<file path="config.mk">
export PLATFORM = sky130hd
export DESIGN_NAME = incremental_pid_speed_loop_core
export DESIGN_NICKNAME = d
export VERILOG_FILES = /design/src/rtl/core/pidsl_pkg.sv /design/src/rtl/core/pidsl_mul.sv /design/src/rtl/core/pidsl_seq.sv /design/src/rtl/core/incremental_pid_speed_loop_core.sv
export SDC_FILE = /design/constraint.sdc
export NUM_CORES = 2
export LEC_CHECK = 0
export ABC_AREA = 1
export BUFFER_PORTS_ARGS = -buffer_cell sky130_fd_sc_hd__buf_2
export CORE_MARGIN = 1
export CORE_UTILIZATION = 55
export CTS_BUF_LIST = sky130_fd_sc_hd__clkbuf_8
export DETAILED_ROUTE_END_ITERATION = 7
export PLACE_DENSITY = 0.78
export SLEW_MARGIN = 20
export SYNTH_ARGS = -nofsm -noshare
export SYNTH_HDL_FRONTEND = slang
export SYNTH_SLANG_ARGS = --single-unit
</file>
<file path="constraint.sdc">
create_clock -name clk -period 28.2 [get_ports clk]
set_clock_uncertainty 0.15 [all_clocks]
set_input_delay 2.82 -clock clk [delete_from_list [all_inputs] [get_ports clk]]
set_output_delay 2.82 -clock clk [all_outputs]
set_load 0.03 [all_outputs]
</file>
<file path="src/rtl/core/pidsl_pkg.sv">
// Shared types and constants of the PID speed loop core.
package pidsl_pkg;

  typedef struct packed {
    logic [1:0]         func;
    logic signed [15:0] enc_count;
  } in_t;

  typedef struct packed {
    logic signed [15:0] drive;
    logic signed [23:0] speed_filtered;
    logic               running;
  } out_t;

  localparam logic [1:0] FUNC_TICK  = 2'd0;
  localparam logic [1:0] FUNC_START = 2'd1;
  localparam logic [1:0] FUNC_STOP  = 2'd2;

  localparam int unsigned CFG_IDX_W = 8;
  localparam logic [CFG_IDX_W-1:0] REG_TARGET = 8'd0;
  localparam logic [CFG_IDX_W-1:0] REG_GAIN_P = 8'd1;
  localparam logic [CFG_IDX_W-1:0] REG_GAIN_I = 8'd2;
  localparam logic [CFG_IDX_W-1:0] REG_GAIN_D = 8'd3;

  localparam logic [7:0]  TARGET_RST = 8'd100;
  localparam logic [15:0] GAIN_P_RST = 16'd2048;
  localparam logic [15:0] GAIN_I_RST = 16'd205;
  localparam logic [15:0] GAIN_D_RST = 16'd819;

  localparam logic [1:0] MSEL_DIV = 2'd0;
  localparam logic [1:0] MSEL_P   = 2'd1;
  localparam logic [1:0] MSEL_I   = 2'd2;
  localparam logic [1:0] MSEL_D   = 2'd3;

  // The filter sum plus two is biased by five times 2^26 so that the exact
  // reciprocal multiply by ceil(2^32/5) yields a floor division by five.
  localparam logic [30:0]        DIV5_MUL    = 31'd858993460;
  localparam logic [30:0]        DIV5_OFFSET = 31'd335544322;
  localparam logic signed [29:0] DIV5_UNBIAS = 30'sd67108864;

  localparam logic signed [29:0] FILT_MAX = 30'sd8388607;
  localparam logic signed [29:0] FILT_MIN = -30'sd8388608;
  localparam logic signed [36:0] DRIVE_MAX = 37'sd20480;
  localparam logic signed [36:0] DRIVE_MIN = -37'sd20480;

  typedef struct packed {
    logic [1:0] mul_sel;
    logic       mul_en;
    logic       filt_upd;
    logic       acc_load;
    logic       acc_add;
    logic       drv_upd;
    logic       out_load;
  } ctl_t;

endpackage

</file>
<file path="src/rtl/core/pidsl_mul.sv">
// Shared signed multiplier with a registered product.
module pidsl_mul (
  input  logic               clk,
  input  logic               en,
  input  logic signed [30:0] a,
  input  logic signed [30:0] b,
  output logic signed [61:0] prod_r
);

  always_ff @(posedge clk) begin
    if (en) begin
      prod_r <= a * b;
    end
  end

endmodule

</file>
<file path="src/rtl/core/pidsl_seq.sv">
// Sequencer that steps one tick through the shared multiplier.
module pidsl_seq (
  input  logic              clk,
  input  logic              rst_n,
  input  logic              in_valid,
  input  logic              go_tick,
  input  logic              out_free,
  output logic              in_ready,
  output pidsl_pkg::ctl_t   ctl
);

  localparam logic [3:0] ST_IDLE = 4'd0;
  localparam logic [3:0] ST_FILT = 4'd1;
  localparam logic [3:0] ST_ERR  = 4'd2;
  localparam logic [3:0] ST_MP   = 4'd3;
  localparam logic [3:0] ST_MI   = 4'd4;
  localparam logic [3:0] ST_MD   = 4'd5;
  localparam logic [3:0] ST_ACC  = 4'd6;
  localparam logic [3:0] ST_DRV  = 4'd7;
  localparam logic [3:0] ST_DONE = 4'd8;

  logic [3:0] state_r;
  logic [3:0] state_nxt;

  assign in_ready = (state_r == ST_IDLE);

  always_comb begin
    state_nxt    = state_r;
    ctl          = '0;
    ctl.mul_sel  = pidsl_pkg::MSEL_DIV;
    case (state_r)
      ST_IDLE: begin
        if (in_valid) begin
          state_nxt = go_tick ? ST_FILT : ST_DONE;
        end
      end
      ST_FILT: begin
        ctl.mul_sel = pidsl_pkg::MSEL_DIV;
        ctl.mul_en  = 1'b1;
        state_nxt   = ST_ERR;
      end
      ST_ERR: begin
        ctl.filt_upd = 1'b1;
        state_nxt    = ST_MP;
      end
      ST_MP: begin
        ctl.mul_sel = pidsl_pkg::MSEL_P;
        ctl.mul_en  = 1'b1;
        state_nxt   = ST_MI;
      end
      ST_MI: begin
        ctl.mul_sel  = pidsl_pkg::MSEL_I;
        ctl.mul_en   = 1'b1;
        ctl.acc_load = 1'b1;
        state_nxt    = ST_MD;
      end
      ST_MD: begin
        ctl.mul_sel = pidsl_pkg::MSEL_D;
        ctl.mul_en  = 1'b1;
        ctl.acc_add = 1'b1;
        state_nxt   = ST_ACC;
      end
      ST_ACC: begin
        ctl.acc_add = 1'b1;
        state_nxt   = ST_DRV;
      end
      ST_DRV: begin
        ctl.drv_upd = 1'b1;
        state_nxt   = ST_DONE;
      end
      ST_DONE: begin
        if (out_free) begin
          ctl.out_load = 1'b1;
          state_nxt    = ST_IDLE;
        end
      end
      default: begin
        state_nxt = ST_IDLE;
      end
    endcase
  end

  always_ff @(posedge clk) begin
    if (!rst_n) begin
      state_r <= ST_IDLE;
    end else begin
      state_r <= state_nxt;
    end
  end

endmodule

</file>
<file path="src/rtl/core/incremental_pid_speed_loop_core.sv">
// Top level of the incremental PID motor speed loop core.
// A running tick steps through the sequencer's states from input transfer to result
// valid, passing through the single shared 31x31 multiplier; start, stop and idle ticks
// go straight to the result state. One item is in work at a time: no new item is taken
// until the last result is loaded, but the next transfer can follow while a result waits.
// Synchronous reset restores the register defaults and clears all loop state (stopped).
module incremental_pid_speed_loop_core (
  input  logic                                 clk,
  input  logic                                 rst_n,
  input  logic                                 in_valid,
  output logic                                 in_ready,
  input  pidsl_pkg::in_t                       in_data,
  output logic                                 out_valid,
  input  logic                                 out_ready,
  output pidsl_pkg::out_t                      out_data,
  input  logic                                 cfg_valid,
  output logic                                 cfg_ready,
  input  logic [pidsl_pkg::CFG_IDX_W-1:0]      cfg_index,
  input  logic [15:0]                          cfg_data
);

  pidsl_pkg::ctl_t ctl;

  logic [7:0]  target_r;
  logic [15:0] gain_p_r;
  logic [15:0] gain_i_r;
  logic [15:0] gain_d_r;

  logic signed [23:0] filter_acc_r;
  logic signed [23:0] reported_r;
  logic signed [24:0] err0_r;
  logic signed [24:0] err1_r;
  logic signed [24:0] err2_r;
  logic signed [15:0] drive_r;
  logic               run_r;
  logic signed [15:0] raw_r;
  logic signed [47:0] acc_r;

  logic               out_valid_r;
  pidsl_pkg::out_t    out_data_r;

  logic               in_xfer;
  logic               go_tick;
  logic               out_free;

  logic signed [27:0] f28;
  logic signed [27:0] raw28;
  logic signed [27:0] sum28;
  logic [30:0]        div_arg;
  logic signed [25:0] d1;
  logic signed [26:0] d2;
  logic signed [30:0] mul_a;
  logic signed [30:0] mul_b;
  logic signed [61:0] prod_r;

  logic [28:0]        quot;
  logic signed [29:0] filt_w;
  logic signed [23:0] filt;
  logic signed [24:0] tgt25;

  logic signed [47:0] acc_rnd;
  logic signed [35:0] delta;
  logic signed [36:0] drive_sum;
  logic signed [15:0] drive_new;

  assign in_xfer  = in_valid & in_ready;
  assign go_tick  = (in_data.func == pidsl_pkg::FUNC_TICK) & run_r;
  assign out_free = ~out_valid_r | out_ready;

  assign cfg_ready = 1'b1;
  assign out_valid = out_valid_r;
  assign out_data  = out_data_r;

  pidsl_seq u_seq (
    .clk      (clk),
    .rst_n    (rst_n),
    .in_valid (in_valid),
    .go_tick  (go_tick),
    .out_free (out_free),
    .in_ready (in_ready),
    .ctl      (ctl)
  );

  // Filter numerator 3*acc + 512*raw, then biased for the divide by five.
  assign f28     = {{4{filter_acc_r[23]}}, filter_acc_r};
  assign raw28   = {{3{raw_r[15]}}, raw_r, 9'b0};
  assign sum28   = (f28 <<< 1) + f28 + raw28;
  assign div_arg = {{3{sum28[27]}}, sum28} + pidsl_pkg::DIV5_OFFSET;

  assign d1 = {err0_r[24], err0_r} - {err1_r[24], err1_r};
  assign d2 = {{2{err0_r[24]}}, err0_r} - {err1_r[24], err1_r, 1'b0}
            + {{2{err2_r[24]}}, err2_r};

  always_comb begin
    case (ctl.mul_sel)
      pidsl_pkg::MSEL_DIV: begin
        mul_a = $signed(div_arg);
        mul_b = $signed(pidsl_pkg::DIV5_MUL);
      end
      pidsl_pkg::MSEL_P: begin
        mul_a = {{5{d1[25]}}, d1};
        mul_b = $signed({15'b0, gain_p_r});
      end
      pidsl_pkg::MSEL_I: begin
        mul_a = {{6{err0_r[24]}}, err0_r};
        mul_b = $signed({15'b0, gain_i_r});
      end
      pidsl_pkg::MSEL_D: begin
        mul_a = {{4{d2[26]}}, d2};
        mul_b = $signed({15'b0, gain_d_r});
      end
      default: begin
        mul_a = '0;
        mul_b = '0;
      end
    endcase
  end

  pidsl_mul u_mul (
    .clk    (clk),
    .en     (ctl.mul_en),
    .a      (mul_a),
    .b      (mul_b),
    .prod_r (prod_r)
  );

  assign quot   = prod_r[60:32];
  assign filt_w = $signed({1'b0, quot}) - pidsl_pkg::DIV5_UNBIAS;

  always_comb begin
    if (filt_w > pidsl_pkg::FILT_MAX) begin
      filt = pidsl_pkg::FILT_MAX[23:0];
    end else if (filt_w < pidsl_pkg::FILT_MIN) begin
      filt = pidsl_pkg::FILT_MIN[23:0];
    end else begin
      filt = filt_w[23:0];
    end
  end

  assign tgt25 = $signed({9'b0, target_r, 8'b0});

  assign acc_rnd   = acc_r + 48'sd2048;
  assign delta     = acc_rnd[47:12];
  assign drive_sum = {delta[35], delta} + {{21{drive_r[15]}}, drive_r};

  always_comb begin
    if (drive_sum > pidsl_pkg::DRIVE_MAX) begin
      drive_new = pidsl_pkg::DRIVE_MAX[15:0];
    end else if (drive_sum < pidsl_pkg::DRIVE_MIN) begin
      drive_new = pidsl_pkg::DRIVE_MIN[15:0];
    end else begin
      drive_new = drive_sum[15:0];
    end
  end

  always_ff @(posedge clk) begin
    if (!rst_n) begin
      target_r <= pidsl_pkg::TARGET_RST;
      gain_p_r <= pidsl_pkg::GAIN_P_RST;
      gain_i_r <= pidsl_pkg::GAIN_I_RST;
      gain_d_r <= pidsl_pkg::GAIN_D_RST;
    end else if (cfg_valid) begin
      case (cfg_index)
        pidsl_pkg::REG_TARGET: target_r <= cfg_data[7:0];
        pidsl_pkg::REG_GAIN_P: gain_p_r <= cfg_data;
        pidsl_pkg::REG_GAIN_I: gain_i_r <= cfg_data;
        pidsl_pkg::REG_GAIN_D: gain_d_r <= cfg_data;
        default: begin
        end
      endcase
    end
  end

  always_ff @(posedge clk) begin
    if (!rst_n) begin
      filter_acc_r <= '0;
      reported_r   <= '0;
      err0_r       <= '0;
      err1_r       <= '0;
      err2_r       <= '0;
      drive_r      <= '0;
      run_r        <= 1'b0;
    end else begin
      if (in_xfer) begin
        case (in_data.func)
          pidsl_pkg::FUNC_START: begin
            run_r      <= 1'b1;
            reported_r <= '0;
            drive_r    <= '0;
            err0_r     <= '0;
            err1_r     <= '0;
            err2_r     <= '0;
          end
          pidsl_pkg::FUNC_STOP: begin
            run_r <= 1'b0;
          end
          default: begin
          end
        endcase
      end
      if (ctl.filt_upd) begin
        filter_acc_r <= filt;
        reported_r   <= filt;
        err2_r       <= err1_r;
        err1_r       <= err0_r;
        err0_r       <= tgt25 - {filt[23], filt};
      end
      if (ctl.drv_upd) begin
        drive_r <= drive_new;
      end
    end
  end

  always_ff @(posedge clk) begin
    if (in_xfer) begin
      raw_r <= in_data.enc_count;
    end
    if (ctl.acc_load) begin
      acc_r <= prod_r[47:0];
    end else if (ctl.acc_add) begin
      acc_r <= acc_r + prod_r[47:0];
    end
  end

  always_ff @(posedge clk) begin
    if (!rst_n) begin
      out_valid_r <= 1'b0;
    end else if (ctl.out_load) begin
      out_valid_r <= 1'b1;
    end else if (out_ready) begin
      out_valid_r <= 1'b0;
    end
  end

  always_ff @(posedge clk) begin
    if (ctl.out_load) begin
      out_data_r.drive          <= drive_r;
      out_data_r.speed_filtered <= reported_r;
      out_data_r.running        <= run_r;
    end
  end

endmodule

</file>
* Word level (Yosys, flattened, before mapping)
Cells that the tools add are included.
Operators by class: mux-type cells 33, $mul 1, bitwise logic cells 4, add/subtract/negate cells 11, reduce and logical (&&, ||, !) cells 20, equality and inequality tests 18, $lt $le $gt $ge 4
Operators with widths (number):
- $pmux W31 S4 | 2
- $mux W25 | 5
- $mux W24 | 5
- $mux W48 | 2
- $mux W16 | 5
- $mul A31 B31 Y61 | 1
- $add A48 B13 Y48 const B | 1
- $add A48 B48 Y48 | 1
- $add A36 B16 Y37 | 1
- $gt A37 B16 Y1 const B | 1
- $lt A37 B16 Y1 const B | 1
- $pmux W4 S9 | 1
- $add A27 B30 Y31 const B | 1
- $gt A30 B24 Y1 const B | 1
- $lt A30 B24 Y1 const B | 1
- $sub A29 B27 Y30 const B | 1
- $add A26 B25 Y27 | 1
- $add A27 B27 Y27 | 1
- $sub A25 B26 Y27 | 1
- $add A25 B24 Y26 | 1
- $sub A25 B25 Y26 | 1
- $sub A17 B24 Y25 | 1
- $eq A4 B3 Y1 const B | 4
- $eq A8 B2 Y1 const B | 2
- other kinds (20) | 49
Word-level totals: bits of input ports 47, output and inout bits 44, register bits 367, logic and storage cells 110

* Depth between registers and ports, before layout
word-level depth 6, gate-level depth with buffers 53, depth with buffers taken out 53

* Modules after synthesis
Synthesis repeated with hierarchy kept, for this count alone.
Unflattened totals: cell total of the unflattened synthesis 8631, area total of the unflattened synthesis 63568.5 µm²
Modules (own cells, without submodules):
- pidsl_mul | instances 1, sequential area each 1861.8 µm², cells an instance 4914, area an instance 38923.6 µm²
- incremental_pid_speed_loop_core | instances 1, sequential area each 7076.8 µm², cells an instance 3665, area an instance 24347.1 µm²
- pidsl_seq | instances 1, sequential area each 80.1 µm², cells an instance 52, area an instance 297.8 µm²

* Least setup slack after synthesis
OpenSTA, ideal clock, no wires.
path kind reg2reg, start point register filter_acc_r[1], end point register u_mul.prod_r[59] (data pin), arrival time 9.101 ns, clock period less this slack 9.516 ns, library setup time 0.265 ns, stages on the path, launching flop included 49, path buffers 0, setup slack 18.684 ns, required time 27.785 ns, cell sequence dfxtp_1 > inv_1 > ha_1 > inv_1 > ha_1 > inv_1 > fa_1 > nor2_1 > inv_1 > nand2_1 > o21a_2 > nand3_1 > nand2_1 > nand2_1 > o21ai_1 > nor2_1 > o31ai_1 > nor2_1 > (+13 left out) > inv_1 > fa_1 > fa_1 > inv_1 > fa_1 > inv_1 > ha_1 > a21o_1 > a31oi_1 > o21ai_0 > a21oi_1 > nand3_1 > nand2_1 > nand2_1 > a21o_1 > a21oi_1 > o21ai_0 > xor2_1
On the way: word-level cells in the longest chain between the ends 5
Ends and longest elaborated chain:
- start, declared | RTL line incremental_pid_speed_loop_core.sv:29 | logic signed [23:0] filter_acc_r;
- start signal, assigned | RTL line incremental_pid_speed_loop_core.sv:202 | filter_acc_r <= filt;
- $add A25 B24 Y26 | RTL line incremental_pid_speed_loop_core.sv:87 | assign sum28 = (f28 <<< 1) + f28 + raw28;
- $add A26 B25 Y27 | RTL line incremental_pid_speed_loop_core.sv:87
- $add A27 B30 Y31 | RTL line incremental_pid_speed_loop_core.sv:88 | assign div_arg = {{3{sum28[27]}}, sum28} + pidsl_pkg::DIV5_OFFSET;
- $pmux W31 S4 | RTL line incremental_pid_speed_loop_core.sv:95 | case (ctl.mul_sel)
- $mul A31 B31 Y61 | RTL line pidsl_mul.sv:12 | prod_r <= a * b;
- end signal, assigned | RTL line pidsl_mul.sv:12
- end, declared | RTL line pidsl_mul.sv:7 | output logic signed [61:0] prod_r
No other way between the ends. A chain may end at the register's enable or synchronous reset.

* Final worst setup path
start point register u_seq.state_r[3], end point register u_mul.prod_r[57] (data pin)
On the way: word-level cells in the longest chain between the ends 5, elaborated cells between the ends (all ways) 12, those cells by class mul: 1; eq/ne: 7; mux: 3; reduce/logical: 1
Ends and longest elaborated chain:
- start, declared | RTL line pidsl_seq.sv:22 | logic [3:0] state_r;
- start signal, assigned | RTL line pidsl_seq.sv:87 | state_r <= state_nxt;
- $eq A4 B3 Y1 (tied with other cells) | RTL line pidsl_seq.sv:31 | case (state_r)
- $pmux W3 S4 * | RTL line pidsl_seq.sv:31
- $eq A2 B2 Y1 (tied with other cells) | RTL line incremental_pid_speed_loop_core.sv:95
- $pmux W31 S4 | RTL line incremental_pid_speed_loop_core.sv:95
- $mul A31 B31 Y61 * | RTL line pidsl_mul.sv:12
Every way passes the cells marked *; elsewhere a longest branch is shown, timed or not. The select of a mux whose other input is x is not followed.

==> impl_metrics.py <==
metrics = {
    "timing": {
        "setup_viol": 0,
        "period_needed_ps": 11390,
        "grt_setup_unrepaired": "false",
        "tightest_slew_ps": 1180,
        "fin_crit_sh": 0.404,
        "relSlewSlack": 0.209,
        "max_freq_mhz": 87.8,
        "slew_violations": 0,
        "hold_viol": 0,
        "setup_tns_ps": 0,
    },
    "finish": {
        "layout_common_cells": "inv_1, nand2_1, fa_1",
        "finalNetCount": 8255,
        "multi_input_area_sq_mm": 0.0375,
        "layout_commonest_cell": "inv_1",
        "regArea_sq_mm": 0.00899,
        "drive_above_1_share": 0.0514,
        "fill_cells": 8817,
        "area_growth_pct": 6.10,
        "final_area_sq_mm": 0.0567,
    },
    "placement": {
        "numPortBuffers": 89,
        "gp_congestion": 1.04,
        "dpl.hpwl_um": 141000,
        "placed_cell_area_sq_mm": 0.0553,
    },
    "cts": {
        "cts_root_buf": "clkbuf_8",
        "cts_tree": "done",
        "cts_max_level": 2,
        "cts_setup_buffers": 0,
        "clockBufferDepth": 3,
        "post_cts_resized": 0,
        "hold_buffers": 0,
        "clk_pin_slew_ps": 70,
        "worstSkewPairLatency_ps": 730,
        "clkSinkCount": 366,
        "cts_buffers": 60,
    },
    "floorplanning": {
        "initial_utilization": 0.559,
        "die_x_um": 314,
        "io_pins": 91,
        "die_area_sq_mm": 0.0983,
        "die_h_um": 314,
        "core_area_sq_mm": 0.0956,
        "rows": 113,
    },
    "worst_setup_path": {
        "critPathMaxStageDelay_ps": 900,
        "criticalPathCategory": "register to register",
        "crit_family": "adder cells",
        "critPathMaxFanout": 31,
        "arrival_ps": 11690,
        "critPathCaptureType": "register",
        "worst_setup_path_start_kind": "register",
        "critPathBufInv": 13,
        "worstPathRequired_ps": 28500,
        "slowest_stage": "fa_1",
    },
    "drt": {
        "first_pass_iters": 7,
        "drcViolationCount": 0,
        "viasPerCell": 5.50,
        "vias": 45900,
        "drt-wirelength-per-cell_um": 20.1,
        "wirelength_um": 168000,
        "antenna_left": 0,
        "drt_iter0_drc": 4267,
    },
    "logic_synthesis": {
        "synth_cell_types": 69,
        "yosysWarnings": 0,
        "synth_edf_count": 166,
        "syn_area_sq_mm": 0.0534,
        "synth-main-ff-cell": "dfxtp_1",
        "syn_area_per_cell_sq_um": 7.67,
        "async_flop_share": 0,
        "ys_seq_elements": 366,
        "synthCells": 6964,
        "seq_area_frac_synth": 0.168,
    },
    "global_route": {
        "grt_max_degree": 99,
        "grt-ovfl-total": 0,
        "grt_pass1_wl_um": 259000,
        "grt_antenna_before_repair": 5,
        "first_global_vias": 45700,
        "grt_util_all_layers": 0.344,
    },
    "hold_path": {
        "hold_path_class": "register to register",
    },
    "outcome": {
        "status": "complete, no violations",
    },
    "flow_run": {
        "cap_viol_max_count": 0,
    },
}
worst paths after layout:
path                                                    start                         end  slack (ps)  cells past startpoint
worst max-delay path            u_seq.state_r[3]$_SDFFE_PN0P_  u_mul.prod_r[57]$_DFFE_PP_       16810                     33
worst min-delay path               reported_r[2]$_SDFFE_PN0P_       out_data[3]$_DFFE_PP_         280                      0
worst max register to register  u_seq.state_r[3]$_SDFFE_PN0P_  u_mul.prod_r[57]$_DFFE_PP_       16810                     33
worst min register to register     reported_r[2]$_SDFFE_PN0P_       out_data[3]$_DFFE_PP_         280                      0
layer usage:
layer / GRT usage / up-vias / wire length [um]
met1: 0.459 / 22100 / 67800
met4: 0.152 / 4 / 8470
li1: - / 21400 / -
met5: 0 / - / 25
met3: 0.0707 / 401 / 16100
met2: 0.541 / 2052 / 75300
cells by family after synthesis:
family          after synthesis  share of synthesized area
buf+inv                    1859                      0.131
xor+xnor                    157                     0.0260
simple gates               2495                      0.193
other cells                   2                   0.000141
compound gates              906                     0.0935
flops                       366                      0.168
fa+ha+maj                  1178                      0.387
mux                           1                   0.000187
per-stage QoR:
| step | util | worst slack [ps] | std cells | hold slack (ps) |
|---|---|---|---|---|
| finish | 0.593 | 16810 | 8349 | 281 |
| global placement | 0.579 | 16840 | 8231 | 264 |
| detailed placement | 0.579 | 16810 | 8231 | 265 |
| CTS | 0.592 | 16810 | 8344 | 274 |
| floorplan | - | 18680 | 6969 | 259 |
| global route | 0.593 | 16190 | 8347 | 283 |
worst register-to-register path, delay by kind of cell, from the launching register on:
family	cells	cell delay (ps)
xor+xnor	1	110
buf+inv	13	2760
flops	1	340
fa+ha+maj	9	5300
compound gates	1	240
simple gates	9	2250
cell type report:
class / count / area share
multi-input cells: 4744 / 0.662
well taps: 1265 / 0.0279
clock buffers: 65 / 0.0158
clock inverters: 48 / 0.00691
inverters: 1717 / 0.114
diodes: 3 / 0.000133
repair buffers: 141 / 0.0150
flip-flops and latches: 366 / 0.159
cells in the mapped netlist, types with 40 or more instances:
| master | n | area share |
|---|---|---|
| or2_2 | 40 | 0.0047 |
| nand3_1 | 205 | 0.019 |
| xnor2_1 | 60 | 0.0098 |
| nand4_1 | 57 | 0.0067 |
| xor2_1 | 95 | 0.016 |
| dfxtp_1 | 200 | 0.075 |
| clkbuf_1 | 114 | 0.0080 |
| nor2_1 | 580 | 0.041 |
| a21oi_1 | 473 | 0.044 |
| edfxtp_1 | 166 | 0.093 |
| ha_1 | 387 | 0.091 |
| nor3_1 | 40 | 0.0037 |
| o21ai_0 | 232 | 0.022 |
| nand2_1 | 1469 | 0.10 |
| a31oi_1 | 45 | 0.0053 |
| inv_1 | 1698 | 0.12 |
| fa_1 | 791 | 0.30 |
flip-flops by register name, summed over array words and instances, names as in the netlist, 4 cells and up:
name / cells
acc_r: 48
raw_r: 16
err0_r: 24
u_mul.prod_r: 61
drive_r: 16
gain_i_r: 16
out_data: 41
gain_d_r: 16
err2_r: 25
reported_r: 24
u_seq.state_r: 4
err1_r: 25
gain_p_r: 16
filter_acc_r: 24
target_r: 8
Power is left out: the tool's default activity adds up to more than one toggle a clock period on the data nets, which glitch-free logic cannot reach.
